**src/hw/rtl/mlpt_pkg.sv**
```systemverilog
`timescale 1ns / 1ps
package mlpt_pkg;

    localparam int SLOPE_W = 32;
    localparam int ICPT_W  = 48;
    localparam int PX_W    = 12;
    localparam int VAL_W   = 64;
    localparam int DK_W    = SLOPE_W + 1;
    localparam int DC_W    = ICPT_W + 1;
    localparam int QDEPTH  = 2;

    localparam logic REQ_INSERT = 1'b0;
    localparam logic REQ_QUERY  = 1'b1;

    typedef struct packed {
        logic                     req_type;
        logic signed [SLOPE_W-1:0] slope;
        logic signed [ICPT_W-1:0]  intercept;
        logic signed [PX_W-1:0]    point_x;
    } t_req;

    typedef struct packed {
        logic                      valid;
        logic signed [SLOPE_W-1:0] slope;
        logic signed [ICPT_W-1:0]  intercept;
    } t_node;

    typedef struct packed {
        logic clearing;
        logic pop;
    } t_bk_stat;

    typedef enum logic [2:0] {
        S_CLEAR,
        S_IDLE,
        S_RD,
        S_DIF,
        S_ML,
        S_MM,
        S_CMP
    } t_state;

endpackage

```
**src/hw/rtl/mlpt_front.sv**
```systemverilog
`timescale 1ns / 1ps
module mlpt_front import mlpt_pkg::*; (
    input  logic                      i_clk,
    input  logic                      i_rst_n,
    input  logic                      start,
    output logic                      busy,
    input  logic                      i_req_type,
    input  logic signed [SLOPE_W-1:0] i_slope,
    input  logic signed [ICPT_W-1:0]  i_intercept,
    input  logic signed [PX_W-1:0]    i_point_x,
    input  t_bk_stat                  i_stat,
    output t_req                      o_req,
    output logic                      o_req_vld
);

    t_req       r_q [QDEPTH];
    logic [1:0] r_cnt, n_cnt;
    logic       r_wr, r_rd;
    logic       w_push, w_pop;
    t_req       w_in;

    assign busy      = (r_cnt == 2'(QDEPTH)) || i_stat.clearing;
    assign w_push    = start && !busy;
    assign w_pop     = i_stat.pop && (r_cnt != 2'd0);
    assign o_req_vld = (r_cnt != 2'd0);
    assign o_req     = r_q[r_rd];

    always_comb begin
        w_in.req_type  = i_req_type;
        w_in.slope     = (i_req_type == REQ_INSERT) ? i_slope : '0;
        w_in.intercept = (i_req_type == REQ_INSERT) ? i_intercept : '0;
        w_in.point_x   = (i_req_type == REQ_QUERY) ? i_point_x : '0;
        n_cnt = r_cnt + 2'(w_push) - 2'(w_pop);
    end

    always_ff @(posedge i_clk) begin
        if (w_push) begin
            r_q[r_wr] <= w_in;
        end
    end

    always_ff @(posedge i_clk) begin
        if (!i_rst_n) begin
            r_cnt <= '0;
            r_wr  <= 1'b0;
            r_rd  <= 1'b0;
        end else begin
            r_cnt <= n_cnt;
            if (w_push) begin
                r_wr <= ~r_wr;
            end
            if (w_pop) begin
                r_rd <= ~r_rd;
            end
        end
    end

endmodule

```
**config.mk**
```make
export PLATFORM = sky130hd
export DESIGN_NAME = mlpt_front
export DESIGN_NICKNAME = d
export VERILOG_FILES = /design/src/hw/rtl/mlpt_pkg.sv /design/src/hw/rtl/mlpt_front.sv
export SDC_FILE = /design/constraint.sdc
export NUM_CORES = 1
export LEC_CHECK = 0
export ABC_AREA = 1
export BUFFER_PORTS_ARGS = -buffer_cell sky130_fd_sc_hd__buf_2
export CAP_MARGIN = 20
export CORE_UTILIZATION = 35
export DETAILED_ROUTE_END_ITERATION = 10
export GPL_TIMING_DRIVEN = 1
export HOLD_SLACK_MARGIN = 0.06
export PLACE_DENSITY_LB_ADDON = 0.3
export SYNTH_ARGS = -nofsm -noshare
export SYNTH_HDL_FRONTEND = slang
export SYNTH_SLANG_ARGS = --single-unit
```
**constraint.sdc**
```tcl
create_clock -name i_clk -period 11.3 [get_ports i_clk]
set_input_delay 0.565 -clock i_clk [delete_from_list [all_inputs] [get_ports i_clk]]
set_output_delay 0.565 -clock i_clk [all_outputs]
set_load 0.005 [all_outputs]
```
# [Word-level counts from Yosys, hierarchy flattened]
# Memory sizes are Yosys's and may differ from the RTL's. A register that Yosys moved wholly into a read port is not among the register bits.
# Index checks and enable logic that the tools add are counted.
[word_totals] ff_bits=4 mem_bits_rw=186 input_bits=98 output_inout_bits=95 wordCells=21 mem_count=1
[op_classes] addsub=2 n_eq_ne=1 mux=7 bitwise_logic=2 reduce_logical=5
[memory_table] name="r_q" words=2 width=93 read_ports=1 rd_clocked_by_memory_dff=1 write_ports=1 line="mlpt_front.sv:16" text="t_req r_q [QDEPTH];"
[op_table] cell="2-to-1 mux 48 bit" count=1
[op_table] cell="2-to-1 mux 32 bit" count=1
[op_table] cell="2-to-1 mux 12 bit" count=1
[op_table] cell="2-to-1 mux 1 bit" count=4
[op_table] cell="adder 2 x 1 -> 2 bit" count=1
[op_table] cell="equality test 2 bit, second input constant" count=1
[op_table] cell="logical AND 1 bit" count=2
[op_table] cell="inverter 1 bit" count=2
[op_table] cell="nonzero test 2 bit" count=1
[op_table] cell="subtractor 2 x 1 -> 2 bit" count=1
[op_table] cell="zero test 1 bit" count=1
[op_table] cell="logical OR 1 bit" count=1

# [Logic depth before layout (Yosys ltp)]
[depth] ltp_word=6 ltp_mapped=11 depth_no_buf=11

# [Worst setup path before layout]
# No wires, ideal clock.
[synth_path] path_kind="input port to flip-flop" startpoint="input i_stat[1] (netlist bit)" endpoint="memory r_q[0][0] (netlist bit), enable pin" setup_time_ns=0.545 arrival_ns=4.637 required_time_ns=10.755 slack_ns=6.118 stages=3 path_buffers=0 cell_sequence="inv_1 -> nand3_1 -> nor2_1"
[synth_between] elab_chain_len=5
[synth_rtl] element="start, declared" line="mlpt_front.sv:11" text="input t_bk_stat i_stat,"
[synth_rtl] element="logical OR 1 bit" line="mlpt_front.sv:22" text="assign busy = (r_cnt == 2'(QDEPTH)) || i_stat.clearing;"
[synth_rtl] element="zero test 1 bit" line="mlpt_front.sv:23" text="assign w_push = start && !busy;"
[synth_rtl] element="logical AND 1 bit" line="mlpt_front.sv:23"
[synth_rtl] element="2-to-1 mux 1 bit" line="mlpt_front.sv:37" text="if (w_push) begin"
[synth_rtl] element="2-to-1 mux 1 bit (implied by the code)" line="mlpt_front.sv:38" text="r_q[r_wr] <= w_in;"
[synth_rtl] element="end, declared" line="mlpt_front.sv:16"
# No other way between the ends.

==> metrics.md <==
| Metric | Value |
|---|---|
| Synthesized netlist cell count | 522 |
| Synthesized netlist net count | 622 |
| First-pass GRT wire length | 23000 um |
| HP Start | i_rst_n |
| Clock slew at reported path FFs | 0.07 ns |
| Clock Sinks | 191 |
| Slew Limit Fails | 0 |
| Final hold slack | 0.396 ns |
| Area Growth Syn to Fin | 22.8% |
| Chip height | 153 um |
| WP buf/inv | 2 |
| WL per Instance | 14.3 um |
| Num CTS Buffers | 17 |
| Initial DRT Pass Iterations | 4 |
| Cell area after synthesis | 7990 um^2 |
| Synth warnings | 0 |
| FF-to-FF End | r_q[1][14] |
| Worst-path fanout max | 56 |
| Most frequent cells in the layout | buf_2, edfxtp_1, inv_1 |
| Period utilisation layout | 28.8% |
| Dpl hpwl | 9020 um |
| Clock insertion delay at the later pin of the skew report | 0.41 ns |
| Root Buffer | clkbuf_16 |
| Vias | 4368 |
| Number of global-route vias before repair | 4487 |
| Mean Syn Cell Area | 15.3 um^2 |
| Post-route minimum period | 3.26 ns |
| Critical path's slowest cell | dfxtp_4 |
| Worst reg2reg setup slack | 9.06 ns |
| DRC Markers | 0 |
| CP max stage delay | 1.00 ns |
| Crit Path Class | flip-flop to output pin |
| Clock Skew | 0.00793 ns |
| Yosys reg bits | 191 |
| Nets@finish | 818 |
| Power Total | 1.83 mW |
| Hold depth | 3 |
| Crit path cell chain | buf_4 -> mux2_2 -> buf_2 |
| Cell family with most CP delay | flip-flops |
| FMAX | 307 MHz |
| CTS tree | yes |
| Post-CTS setup buffers | 0 |
| Initial core utilization | 36.1% |
| Grt total ovfl | 0 |
| Final setup fails | 0 |
| Worst r2r src | r_cnt[0] |
| Max-slew headroom | 34.2% |
| R2r worst-path depth | 5 |
| Most common cell after layout, fill and taps aside | buf_2 |
| Largest net degree at the start of global routing | 95 |
| Max-cap viol count | 0 |
| Initial antenna violation count | 0 |
| Number of I/O port buffers | 192 |
| CTS Hold Bufs | 0 |
| Antenna Cells | 0 |
| Required time of the worst setup path | 10.74 ns |
| Post-placement cell area | 9200 um^2 |
| FP Rows | 54 |
| Post-route ant nets | 0 |
| GPL Wtd Cong | 0.715 |
| RSZ-0062 raised after global routing | false |
| Core Region | 22100 um^2 |
| Clock Tree Buf Depth | 2 |
| Final setup TNS | 0 ns |
| Endpoint class of the critical path | output pin |
| PwrDens | 186 nW/um^2 |
| Die W | 153 um |
| All-Layer GR Usage | 12.8% |
| Critical path startpoint category | flip-flop |
| LEAKAGE | 4.26 nW |
| Final wirelength | 14500 um |
| Worst VDD drop | 90.5 uV |
| Die area | 23400 um^2 |
| Crit path depth | 3 |
| Vias/cell | 4.32 |
| Post-synthesis sequential area ratio | 71.2% |
| Hold Path End | r_cnt[0] |
| # IOs | 193 |
| Status | finished, final reports clean |
| Worst min path class | primary input to flip-flop |
| Number of distinct library cells after synthesis | 16 |
| Critical Path AT | 2.69 ns |
| Proportion of layout cells with a drive suffix above 1 | 43.6% |
| Final instance area | 9810 um^2 |
| H-tree Lvls | 4 |
| Worst slew pin tran | 0.987 ns |
| Post_cts resized | 0 |
| Final Hold Vio Count | 0 |
| First DRT Iteration DRCs | 155 |
where the power goes:
part / internal, mW / switching (mW) / leakage, nW
combinational: 0.202 / 0.145 / 2.19
clock: 0.348 / 0.252 / 0.283
sequential: 0.839 / 0.0429 / 1.78
total: 1.39 / 0.440 / 4.26
synth_stat cells, drive strengths merged:
cell type,count,area share (%)
buf,18,1.7
nand2,22,1.0
a21oi,1,0.063
nor2,86,4.0
nand4,1,0.078
inv,102,4.8
ha,2,0.31
o21a,1,0.094
nand3,3,0.19
edfxtp,186,70
mux2,93,16
clkbuf,2,0.094
dfxtp,5,1.3
registers in the layout (all words and copies together) (netlist names), named ones only:
register  cells
r_wr          1
r_cnt         2
r_q         186
r_rd          1
stage by stage:
stage | worst slack [ns] | utilization (%) | instances
final | 8.04 | 44.4 | 1011
after global routing | 7.88 | 44.4 | 1011
after CTS | 7.96 | 44.3 | 1010
after detailed placement | 8.40 | 41.6 | 978
after global placement | 8.44 | 41.6 | 978
after floorplan | 6.12 | - | 522
how the worst max path moves through the flow:
stage	start	to	slack (ns)
floorplan	i_stat[1]	r_q[0][0]	6.12
global placement	flip-flop	o_req[0]	8.44
detailed placement	flip-flop	o_req[0]	8.40
CTS	flip-flop	o_req[0]	7.96
global route	flip-flop	o_req[0]	7.88
finish	flip-flop	o_req[0]	8.04
layer usage:
layer / GRT usage [%] / up-vias / share of wire, % / wire length, um
li1: - / 2150 / - / -
met1: 15.1 / 2093 / 44 / 6410
met2: 22.3 / 120 / 50 / 7210
met3: 4.08 / 5 / 5.4 / 780
met4: 3.70 / 0 / 0.69 / 100
met5: 0 / - / 0 / 0
final cells by class:
class | instances | area [um^2]
sequential | 191 | 5690
inverter | 102 | 385
clock inverter | 14 | 160
clock buffer | 18 | 429
timing repair buffer | 197 | 1010
multi-input combinational | 209 | 1780
tap | 280 | 350
fill | 2047 | 12300
kinds of logic (layout without fill, tap and decap cells):
| group | Yosys count | after routing | synth area share [%] |
|---|---|---|---|
| flip-flops | 191 | 191 | 71.2 |
| AO/OA/AOI/OAI | 2 | 2 | 0.157 |
| multiplexers | 93 | 93 | 16.4 |
| buffers and inverters | 122 | 331 | 6.60 |
| adder cells (fa/ha/maj) | 2 | 2 | 0.313 |
| AND/OR/NAND/NOR | 112 | 112 | 5.34 |
worst register-to-register path, cell delays in order (launching register included):
cell and delay, ns:
dfxtp_1 0.35, inv_1 0.06, nand2_1 0.09, nand4_1 0.16, inv_4 0.46, buf_4 0.73
Note: power is estimated with default switching activity, not from simulation.
